==> src/sv/fpba_pkg.sv <==
`timescale 1ns / 1ps

package fpba_pkg;

  // Default table geometry
  localparam int NumBlocksDef = 16;
  localparam int SizeBitsDef  = 16;

  // Field and register widths
  localparam int IndexW    = 4;
  localparam int SizeW     = 16;
  localparam int StatusW   = 2;
  localparam int ModeW     = 2;
  localparam int CountW    = 5;
  localparam int CfgIdxW   = 1;
  localparam int CfgDataW  = 5;

  // Configuration register indexes
  localparam logic [CfgIdxW-1:0] CFG_FIT_MODE    = 1'd0;
  localparam logic [CfgIdxW-1:0] CFG_BLOCK_COUNT = 1'd1;

  // Fit policies
  localparam logic [ModeW-1:0] MODE_FIRST = 2'd0;
  localparam logic [ModeW-1:0] MODE_BEST  = 2'd1;
  localparam logic [ModeW-1:0] MODE_NEXT  = 2'd2;
  localparam logic [ModeW-1:0] MODE_WORST = 2'd3;

  // Result status codes
  localparam logic [StatusW-1:0] STAT_LOADED = 2'd0;
  localparam logic [StatusW-1:0] STAT_ALLOC  = 2'd1;
  localparam logic [StatusW-1:0] STAT_NOFIT  = 2'd2;

  // Request actions
  localparam logic ACT_LOAD  = 1'b0;
  localparam logic ACT_ALLOC = 1'b1;

  // Register reset values
  localparam logic [ModeW-1:0]  FIT_MODE_RST    = MODE_FIRST;
  localparam logic [CountW-1:0] BLOCK_COUNT_RST = 5'd16;

endpackage

==> src/sv/fit_policy_block_allocator.sv <==
`timescale 1ns / 1ps

// Channel  Direction  Handshake                  Payload
// -------  ---------  -------------------------  ---------------------------------------
// in       input      in_valid_i / in_stall_o    action_i, block_index_i, size_value_i
// out      output     out_valid_o / out_stall_i  status_o, chosen_index_o
// cfg      input      cfg_we_i                   cfg_index_i, cfg_wdata_i
//
// A load takes one cycle: it writes the table and its result is registered at once.
// An allocation result is registered after these steps, once the request is taken:
// read issue, a compare for each of the n scanned entries (n = 16 at 16 blocks)
// through the single memory read port and one shared subtract/compare unit, then
// write-back. The next request is taken only after the result appears, once the
// sequencer is back in idle and the output register is free.
// rst_ni clears the table through per-entry valid bits, so no clearing pass runs.
// A result waits in the output register while out_stall_i is high; write-back and
// loads hold until that register is free.

module fit_policy_block_allocator
  import fpba_pkg::*;
#(
  parameter int NUM_BLOCKS = NumBlocksDef,
  parameter int SIZE_BITS  = SizeBitsDef
) (
  input  logic                clk_i,
  input  logic                rst_ni,
  input  logic                cfg_we_i,
  input  logic [CfgIdxW-1:0]  cfg_index_i,
  input  logic [CfgDataW-1:0] cfg_wdata_i,
  input  logic                in_valid_i,
  output logic                in_stall_o,
  input  logic                action_i,
  input  logic [IndexW-1:0]   block_index_i,
  input  logic [SizeW-1:0]    size_value_i,
  output logic                out_valid_o,
  input  logic                out_stall_i,
  output logic [StatusW-1:0]  status_o,
  output logic [IndexW-1:0]   chosen_index_o
);

  localparam int IdxW = $clog2(NUM_BLOCKS);
  localparam int CntW = $clog2(NUM_BLOCKS + 1);

  localparam logic [1:0] ST_IDLE = 2'd0;
  localparam logic [1:0] ST_SCAN = 2'd1;
  localparam logic [1:0] ST_WB   = 2'd2;

  logic [1:0]            state_q, state_d;
  logic [ModeW-1:0]      fit_mode_q;
  logic [CountW-1:0]     block_count_q;
  logic [IdxW-1:0]       rover_q;

  logic [SIZE_BITS-1:0]  mem [NUM_BLOCKS];
  logic [NUM_BLOCKS-1:0] vld_q;

  logic [SIZE_BITS-1:0]  req_q;
  logic [CntW-1:0]       n_q;
  logic [CntW-1:0]       iss_cnt_q;
  logic [IdxW-1:0]       ptr_q;
  logic                  rd_vld_q;
  logic [IdxW-1:0]       rd_idx_q;
  logic [SIZE_BITS-1:0]  rdata_q;
  logic                  rvld_q;
  logic                  found_q;
  logic [IdxW-1:0]       pick_q;
  logic [SIZE_BITS-1:0]  best_left_q;

  logic                  out_valid_q;
  logic [StatusW-1:0]    out_status_q;
  logic [IndexW-1:0]     out_index_q;

  logic                  in_acc;
  logic                  out_free;
  logic                  load_we;
  logic                  load_in_range;
  logic                  wb_go;
  logic [CntW-1:0]       n_now;
  logic [IdxW-1:0]       start_idx;
  logic [SIZE_BITS-1:0]  eff;
  logic [SIZE_BITS:0]    diff;
  logic                  fits;
  logic                  take;
  logic                  iss_busy;
  logic [IdxW-1:0]       ptr_nxt;
  logic [IdxW-1:0]       rover_nxt;

  // Handshake
  assign out_free   = !out_valid_q || !out_stall_i;
  assign in_stall_o = (state_q != ST_IDLE) || !out_free;
  assign in_acc     = in_valid_i && !in_stall_o;

  assign load_in_range = (32'(block_index_i) < NUM_BLOCKS);
  assign load_we       = in_acc && (action_i == ACT_LOAD) && load_in_range;
  assign wb_go         = (state_q == ST_WB) && out_free;

  // Clamp the scanned count to the table depth
  assign n_now = (32'(block_count_q) > NUM_BLOCKS) ? CntW'(NUM_BLOCKS)
                                                   : CntW'(block_count_q);

  // Pick the scan start: the rover for next fit, entry zero otherwise
  always_comb begin
    start_idx = '0;
    if (fit_mode_q == MODE_NEXT && CntW'(rover_q) < n_now) begin
      start_idx = rover_q;
    end
  end

  // Shared unit: leftover size and fit test on the entry just read
  assign eff  = rvld_q ? rdata_q : '0;
  assign diff = {1'b0, eff} - {1'b0, req_q};
  assign fits = !diff[SIZE_BITS];

  always_comb begin
    take = 1'b0;
    if (rd_vld_q && fits) begin
      case (fit_mode_q)
        MODE_BEST:  take = !found_q || (diff[SIZE_BITS-1:0] < best_left_q);
        MODE_WORST: take = !found_q || (diff[SIZE_BITS-1:0] > best_left_q);
        default:    take = !found_q;
      endcase
    end
  end

  assign iss_busy  = (iss_cnt_q != n_q);
  assign ptr_nxt   = (CntW'(ptr_q) + CntW'(1) == n_q) ? '0 : ptr_q + IdxW'(1);
  assign rover_nxt = (CntW'(pick_q) + CntW'(1) >= n_q) ? '0 : pick_q + IdxW'(1);

  // Sequencer
  always_comb begin
    state_d = state_q;
    case (state_q)
      ST_IDLE: begin
        if (in_acc && action_i == ACT_ALLOC) state_d = ST_SCAN;
      end
      ST_SCAN: begin
        if (!iss_busy) state_d = ST_WB;
      end
      ST_WB: begin
        if (out_free) state_d = ST_IDLE;
      end
      default: state_d = ST_IDLE;
    endcase
  end

  always_ff @(posedge clk_i or negedge rst_ni) begin
    if (!rst_ni) begin
      state_q <= ST_IDLE;
    end else begin
      state_q <= state_d;
    end
  end

  // Configuration registers
  always_ff @(posedge clk_i or negedge rst_ni) begin
    if (!rst_ni) begin
      fit_mode_q    <= FIT_MODE_RST;
      block_count_q <= BLOCK_COUNT_RST;
    end else if (cfg_we_i) begin
      case (cfg_index_i)
        CFG_FIT_MODE:    fit_mode_q    <= cfg_wdata_i[ModeW-1:0];
        CFG_BLOCK_COUNT: block_count_q <= cfg_wdata_i[CountW-1:0];
        default: ;
      endcase
    end
  end

  // Table memory: one write port, one registered read port
  always_ff @(posedge clk_i) begin
    if (load_we) begin
      mem[IdxW'(block_index_i)] <= SIZE_BITS'(size_value_i);
    end else if (wb_go && found_q) begin
      mem[pick_q] <= best_left_q;
    end
    rdata_q <= mem[ptr_q];
  end

  // Entry valid bits: an unwritten entry reads as zero
  always_ff @(posedge clk_i or negedge rst_ni) begin
    if (!rst_ni) begin
      vld_q  <= '0;
      rvld_q <= 1'b0;
    end else begin
      if (load_we) vld_q[IdxW'(block_index_i)] <= 1'b1;
      rvld_q <= vld_q[ptr_q];
    end
  end

  // Scan control and rover
  always_ff @(posedge clk_i or negedge rst_ni) begin
    if (!rst_ni) begin
      rover_q   <= '0;
      iss_cnt_q <= '0;
      rd_vld_q  <= 1'b0;
      found_q   <= 1'b0;
    end else begin
      if (in_acc && action_i == ACT_ALLOC) begin
        iss_cnt_q <= '0;
        rd_vld_q  <= 1'b0;
        found_q   <= 1'b0;
      end else if (state_q == ST_SCAN) begin
        rd_vld_q <= iss_busy;
        if (iss_busy) iss_cnt_q <= iss_cnt_q + CntW'(1);
        if (take) found_q <= 1'b1;
      end
      if (wb_go && found_q && fit_mode_q == MODE_NEXT) begin
        rover_q <= rover_nxt;
      end
    end
  end

  // Request latch, read pointer and best candidate
  always_ff @(posedge clk_i) begin
    if (in_acc && action_i == ACT_ALLOC) begin
      req_q <= SIZE_BITS'(size_value_i);
      n_q   <= n_now;
      ptr_q <= start_idx;
    end else if (state_q == ST_SCAN) begin
      if (iss_busy) begin
        ptr_q    <= ptr_nxt;
        rd_idx_q <= ptr_q;
      end
      if (take) begin
        pick_q      <= rd_idx_q;
        best_left_q <= diff[SIZE_BITS-1:0];
      end
    end
  end

  // Output register: hold while stalled, drop once taken
  always_ff @(posedge clk_i or negedge rst_ni) begin
    if (!rst_ni) begin
      out_valid_q <= 1'b0;
    end else if ((in_acc && action_i == ACT_LOAD) || wb_go) begin
      out_valid_q <= 1'b1;
    end else if (!out_stall_i) begin
      out_valid_q <= 1'b0;
    end
  end

  always_ff @(posedge clk_i) begin
    if (in_acc && action_i == ACT_LOAD) begin
      out_status_q <= STAT_LOADED;
      out_index_q  <= block_index_i;
    end else if (wb_go) begin
      out_status_q <= found_q ? STAT_ALLOC : STAT_NOFIT;
      out_index_q  <= found_q ? IndexW'(pick_q) : '0;
    end
  end

  assign out_valid_o    = out_valid_q;
  assign status_o       = out_status_q;
  assign chosen_index_o = out_index_q;

endmodule

==> config.mk <==
export PLATFORM = sky130hd
export DESIGN_NAME = fit_policy_block_allocator
export DESIGN_NICKNAME = d
export VERILOG_FILES = /design/src/sv/fpba_pkg.sv /design/src/sv/fit_policy_block_allocator.sv
export SDC_FILE = /design/constraint.sdc
export NUM_CORES = 1
export LEC_CHECK = 0
export BUFFER_PORTS_ARGS = -buffer_cell sky130_fd_sc_hd__buf_2
export CAP_MARGIN = 20
export CORE_MARGIN = 2
export CORE_UTILIZATION = 35
export CTS_CLUSTER_SIZE = 8
export DETAILED_ROUTE_END_ITERATION = 7
export PLACE_DENSITY_LB_ADDON = 0.15
export SLEW_MARGIN = 30
export SYNTH_ARGS = -nofsm -noshare
export SYNTH_HDL_FRONTEND = slang
export SYNTH_SLANG_ARGS = --single-unit
==> constraint.sdc <==
create_clock -name clk_i -period 4.7 [get_ports clk_i]
set_clock_uncertainty 0.05 [all_clocks]
set_input_delay 0.705 -clock clk_i [delete_from_list [all_inputs] [get_ports clk_i]]
set_output_delay 0.705 -clock clk_i [all_outputs]
set_load 0.005 [all_outputs]
### After elaboration in Yosys (flattened, before gate mapping)

Memories as Yosys holds them, arrays and structs flattened. A register that Yosys moved wholly into a read port is not among the register bits.
Cells that the tools add are included.

| storage, ports and cells | value |
|---|---|
| input bits | 32 |
| register bits after elaboration | 93 |
| RAM bits | 256 |
| latch bits | 0 |
| memories kept | 1 |
| logic and storage cells | 122 |
| bits in read-only memories | 0 |
| output and inout port bits | 8 |

Memory list:

| name | depth | bits a word | rd ports | clocked after memory_dff | write ports | RTL line | text |
|---|---|---|---|---|---|---|---|
| mem | 16 | 16 | 1 | 1 | 1 | fit_policy_block_allocator.sv:53 | `logic [SIZE_BITS-1:0] mem [NUM_BLOCKS];` |

| cells by class | value |
|---|---|
| order comparisons | 8 |
| reductions and logical operators | 34 |
| multiplexer cells | 40 |
| equality and inequality tests | 11 |
| $mul | 0 |
| bitwise operators | 4 |
| divide/modulo/power cells | 0 |
| shift operators | 0 |
| add/sub/neg operators | 6 |

Operators with widths:

| cell | count |
|---|---|
| 2-to-1 mux 4 bit | 10 |
| 2-to-1 mux 16 bit | 2 |
| 2-to-1 mux 5 bit | 4 |
| subtractor 16 x 16 -> 17 bit | 1 |
| greater-than comparator 16 bit | 1 |
| less-than comparator 16 bit | 1 |
| 2-to-1 mux 1 bit | 16 |
| OR 16 bit | 1 |
| OR reduction 16 bit | 1 |
| adder 4 x 1 -> 5 bit, second input constant | 2 |
| less-than comparator 4 x 5 -> 1 bit, second input constant | 2 |
| nonzero test 2 bit | 5 |
| logical AND 1 bit | 9 |
| AND reduction 3 bit | 3 |
| adder 4 x 1 -> 4 bit, second input constant | 2 |
| 2-to-1 mux 2 bit | 4 |
| AND reduction 2 bit | 4 |
| == test 2 bit, second input constant | 3 |
| zero test 1 bit | 6 |
| inequality test 2 bit, second input constant | 3 |
| one-hot mux 2 bit (3 select lines) | 1 |
| adder 5 x 1 -> 5 bit, second input constant | 1 |
| == test 5 bit | 1 |
| greater-or-equal comparator 5 bit | 1 |
| other kinds (12) | 19 |

### Logic depth before layout (Yosys ltp)

| depth | value |
|---|---|
| depth in word-level cells | 11 |
| depth in mapped cells | 17 |
| mapped depth without buffers | 16 |

### Least setup slack after synthesis

OpenSTA, ideal clock, no wires.

| path | value |
|---|---|
| path type | register to register |
| start | register rvld_q |
| end | register best_left_q[0] (enable) |
| data required time | 4,253 ps |
| stages on the path, launching flop included | 18 |
| setup slack | -173 ps |
| path buffers | 1 |
| arrival time | 4,426 ps |
| cell sequence | dfrtp_1 > clkbuf_1 > nand2_1 > ha_1 > fa_1 > nor2b_1 > o31a_1 > nor4b_1 > o21ai_0 > a21oi_1 > o311ai_0 > ha_1 > nand4_1 > or2_2 > o22ai_1 > o41ai_1 > o22ai_1 > nor2_1 |

| on the way | value |
|---|---|
| word-level cells in the longest chain between the ends | 7 |
| elaborated cells on any way between the ends | 11 |
| those cells by class | 1 x add/sub; 2 x order compare; 3 x mux; 5 x reduce/logical |

Ends and longest elaborated chain:

| element | RTL line | text |
|---|---|---|
| start, declared | fit_policy_block_allocator.sv:63 | `logic rvld_q;` |
| start signal, assigned | fit_policy_block_allocator.sv:184 | `rvld_q <= vld_q[ptr_q];` |
| 2-to-1 mux 16 bit * | fit_policy_block_allocator.sv:109 | `assign eff = rvld_q ? rdata_q : '0;` |
| subtractor 16 x 16 -> 17 bit * | fit_policy_block_allocator.sv:110 | `assign diff = {1'b0, eff} - {1'b0, req_q};` |
| net diff[14] | fit_policy_block_allocator.sv:80 | `logic [SIZE_BITS:0] diff;` |
| greater-than comparator 16 bit or less-than comparator 16 bit (tied branches) | fit_policy_block_allocator.sv:118, fit_policy_block_allocator.sv:117 |  |
| logical OR 1 bit (on tied branches) | fit_policy_block_allocator.sv:118, fit_policy_block_allocator.sv:117 |  |
| one-hot mux 1 bit (2 select lines) * | fit_policy_block_allocator.sv:116 | `case (fit_mode_q)` |
| 2-to-1 mux 1 bit * | fit_policy_block_allocator.sv:115 | `if (rd_vld_q && fits) begin` |
| AND reduction 3 bit (no source line) * | n/a |  |
| end signal, assigned | fit_policy_block_allocator.sv:224 | `best_left_q <= diff[SIZE_BITS-1:0];` |
| end, declared | fit_policy_block_allocator.sv:66 | `logic [SIZE_BITS-1:0] best_left_q;` |

Mark *: on every way through the listed nets, which the timed path passes. The rest lies on a longest branch.
A chain may end at the register's enable or synchronous reset.

### Final worst setup path

| path | value |
|---|---|
| start | register rvld_q |
| end | register pick_q[2] (enable) |

| on the way | value |
|---|---|
| word-level cells in the longest chain between the ends | 7 |
| elaborated cells on any way between the ends | 11 |
| those cells by class | 1 x add/sub; 2 x order compare; 3 x mux; 5 x reduce/logical |

Ends and longest elaborated chain:

| element | RTL line | text |
|---|---|---|
| 2-to-1 mux 16 bit * | fit_policy_block_allocator.sv:109 |  |
| subtractor 16 x 16 -> 17 bit * | fit_policy_block_allocator.sv:110 |  |
| net diff[13] | fit_policy_block_allocator.sv:80 |  |
| greater-than comparator 16 bit or less-than comparator 16 bit (tied branches) | fit_policy_block_allocator.sv:118, fit_policy_block_allocator.sv:117 |  |
| logical OR 1 bit (on tied branches) | fit_policy_block_allocator.sv:118, fit_policy_block_allocator.sv:117 |  |
| one-hot mux 1 bit (2 select lines) * | fit_policy_block_allocator.sv:116 |  |
| 2-to-1 mux 1 bit * | fit_policy_block_allocator.sv:115 |  |
| AND reduction 3 bit (no source line) * | n/a |  |
| end signal, assigned | fit_policy_block_allocator.sv:223 | `pick_q <= rd_idx_q;` |
| end, declared | fit_policy_block_allocator.sv:65 | `logic [IdxW-1:0] pick_q;` |

Marks and branches as above.

==> qor.csv <==
metric,value,unit
I/O Buffers,39,
drt total wl,35400,um
Cell variety after synth,58,
syn_nets,970,
smallest hold slack,0.271,ns
Gate power share,0.269,
final hold violations,0,
FP Rows,76,
clock root cell,clkbuf_16,
FMAX,0.224,GHz
worst slew pin tran,0.791,ns
Slew headroom,0.473,
Critical Path AT,4.70,ns
final worst-path cycle share,0.950,
Clock power frac,0.334,
Synth Flop Type,edfxtp_1,
Starting DRT DRC Count,572,
worst endpoint required time,4.93,ns
clock buffer depth,3,
Power per Cell Area,568,nW/um^2
CTS tree,done,
clock latency on the worst-skew pair,0.58,ns
Yosys top cell by area,edfxtp_1,
Sw Ratio,0.286,
total gr overflow,0,
DIE AREA,45400,um^2
area grow syn2layout,18.8,%
Tmin final,4.47,ns
peak fanout along the critical path,10,
CTS H-tree lvls,2,
Placer Congestion,0.801,
gr usage total,0.162,
# nets final,1091,
post-synthesis register bit count,365,
Vias,8184,
syn avg cell area,17.1,um^2
CTS Buf Count,51,
outcome,completed,
HPWL after DPL,23200,um
VDD IR max,0.000416,V
io pins,40,
first drt pass iteration count,6,
"count leader, synth",edfxtp_1,
sequential cell area fraction in the yosys report,0.692,
YS warnings,0,
Post-synth ARST share,0.104,
final setup TNS,0,ns
Hold WC Path Type,in -> reg,
Gate Count Post-Synth,893,
"EDFF count, synth",309,
Residual DRC,0,
Antenna Nets Post-Route,0,
Sequential Power Share,0.398,
Util after Layout,0.421,
first-pass GRT wire length,53500,um
layout cells sized above 1,0.265,
"Clk pin slew, worst setup/hold paths",0.05,ns
"Setup violations, final",0,
"Slew Viols, Final",0,
Mapped Area,15300,um^2
leak pwr,6.59,nW
largest net degree at the start of global routing,42,
Die X-Extent,213,um
Die Y,213,um
CP endpoint kind,register,
Max-Cap Viols,0,
Internal,7.37,mW
core footprint,43200,um^2
Startpoint Class,register,
clk sinks,365,
Vias/cell,4.98,
"Worst Path Class, Setup",reg -> reg,
Initial Util,0.355,
most instantiated cells after synthesis,"309 x edfxtp_1, 85 x mux4_2, 57 x nand2_1, 50 x inv_1, 44 x ha_1",
vias in the first global route,8594,
Avg WL per Cell,21.5,um
post-synth top area share,0.606,
initial antenna violation count,1,
Area contributors post-synth,"edfxtp_1 61%, mux4_2 13%, dfrtp_1 6.0%, ha_1 3.6%, dfxtp_1 2.4%",
Psw,2.96,mW
## final cells by class
| type | count | area [um^2] |
|---|---|---|
| diodes | 1 | 2.50 |
| clock buffers | 94 | 1480 |
| clock inverters | 2 | 25.0 |
| fillers | 3927 | 25000 |
| inverters | 51 | 191 |
| multi-input cells | 447 | 4490 |
| flip-flops and latches | 365 | 10600 |
| well taps | 585 | 732 |
| repair buffers | 98 | 682 |
## state kept, by name (all words and copies together) (netlist names), 4 cells and up
register and cells:
mem 256, best_left_q 16, rdata_q 16, req_q 16, vld_q 16, block_count_q 5, iss_cnt_q 5, n_q 5
chosen_index_o 4, pick_q 4, ptr_q 4, rd_idx_q 4, rover_q 4
## layer usage
metal,up-vias,part of all wire,GRT usage
met1,4230,0.47,0.226
li1,3745,-,-
met5,-,0,0
met3,59,0.038,0.0331
met2,150,0.47,0.256
met4,0,0.021,0.0486
## power by group through the flow
| stage | combinational, mW | clock, mW | sequential [mW] |
|---|---|---|---|
| 2_1_floorplan | 2.05 | 0 | 4.06 |
| 3_3_place_gp | 2.72 | 0 | 4.19 |
| 3_5_place_dp | 2.77 | 0 | 4.17 |
| 4_1_cts | 2.79 | 3.54 | 4.11 |
| 5_1_grt | 3.06 | 3.69 | 4.14 |
| 6_report | 2.78 | 3.44 | 4.10 |
## timing repair
| item | 4_1_cts | 5_1_grt |
|---|---|---|
| setup buffers | 0 | 2 |
| setup endpoints to repair | 20 | 21 |
| pin swaps | 1 | 2 |
| hold endpoints to repair | 14 | 0 |
| hold buffers | 1 | 0 |
| gates resized for setup | 1 | 6 |
| gates cloned | 1 | 0 |
## metrics by stage
stage	cell area, um^2	instances	worst slack (ns)	power, mW
2_1_floorplan	15300	893	0.136	6.12
3_3_place_gp	16600	1540	-0.145	6.91
3_5_place_dp	16600	1542	-0.0114	6.94
4_1_cts	18100	1640	0.0464	10.4
5_1_grt	18200	1643	-0.0108	10.9
6_report	18200	1643	0.233	10.3
## logic make-up (layout without fill, tap and decap cells)
family / count (synthesis) / count (layout) / synth area share
other: 0 / 1 / 0
flip-flops: 365 / 365 / 0.692
AND/OR/NAND/NOR: 164 / 165 / 0.0516
multiplexers: 96 / 96 / 0.133
buffers and inverters: 82 / 245 / 0.0213
adder cells (fa/ha/maj): 45 / 45 / 0.0373
AO/OA/AOI/OAI: 116 / 116 / 0.0511
XOR/XNOR: 25 / 25 / 0.0143
## cell usage in the layout, fill, tap and decap left out, drive strengths merged, types with 9 or more instances in the layout
cell type	n
ha	44
clkbuf	94
nand2b	11
a21o	16
mux4	85
inv	51
and2	17
edfxtp	309
xor2	10
nor2	42
dfrtp	37
nor2b	9
o21ai	30
dfxtp	18
buf	97
nand2	57
xnor2	15
a21oi	22
## worst paths after layout
check                                      startpoint                      endpoint  slack, ns  cells after the start
worst max-delay path                 rvld_q$_DFF_PN0_           pick_q[2]$_DFFE_PP_       0.23                     15
worst min-delay path                 size_value_i[12]           req_q[12]$_DFFE_PP_       0.27                      1
worst max register to register       rvld_q$_DFF_PN0_           pick_q[2]$_DFFE_PP_       0.23                     15
worst min register to register  rd_idx_q[2]$_DFFE_PP_           pick_q[2]$_DFFE_PP_       0.37                      0
max in group asynchronous                      rst_ni  block_count_q[4]$_DFFE_PN1P_       3.52                      3
min in group asynchronous                      rst_ni          vld_q[3]$_DFFE_PN0P_       0.53                      2
## critical path, cell delays in order (launching register included)
cell       delay, ns
dfrtp_1         0.46
and2_1          0.18
ha_1            0.30
o211ai_1        0.17
a21oi_1         0.09
o31a_2          0.38
a221o_2         0.43
a2111oi_2       0.32
nand4b_1        0.18
ha_1            0.15
nand4_1         0.16
a2111oi_1       0.60
o311a_1         0.29
o22ai_4         0.12
nor2_4          0.16
buf_12          0.14
Note: power is estimated with default switching activity, not from simulation.
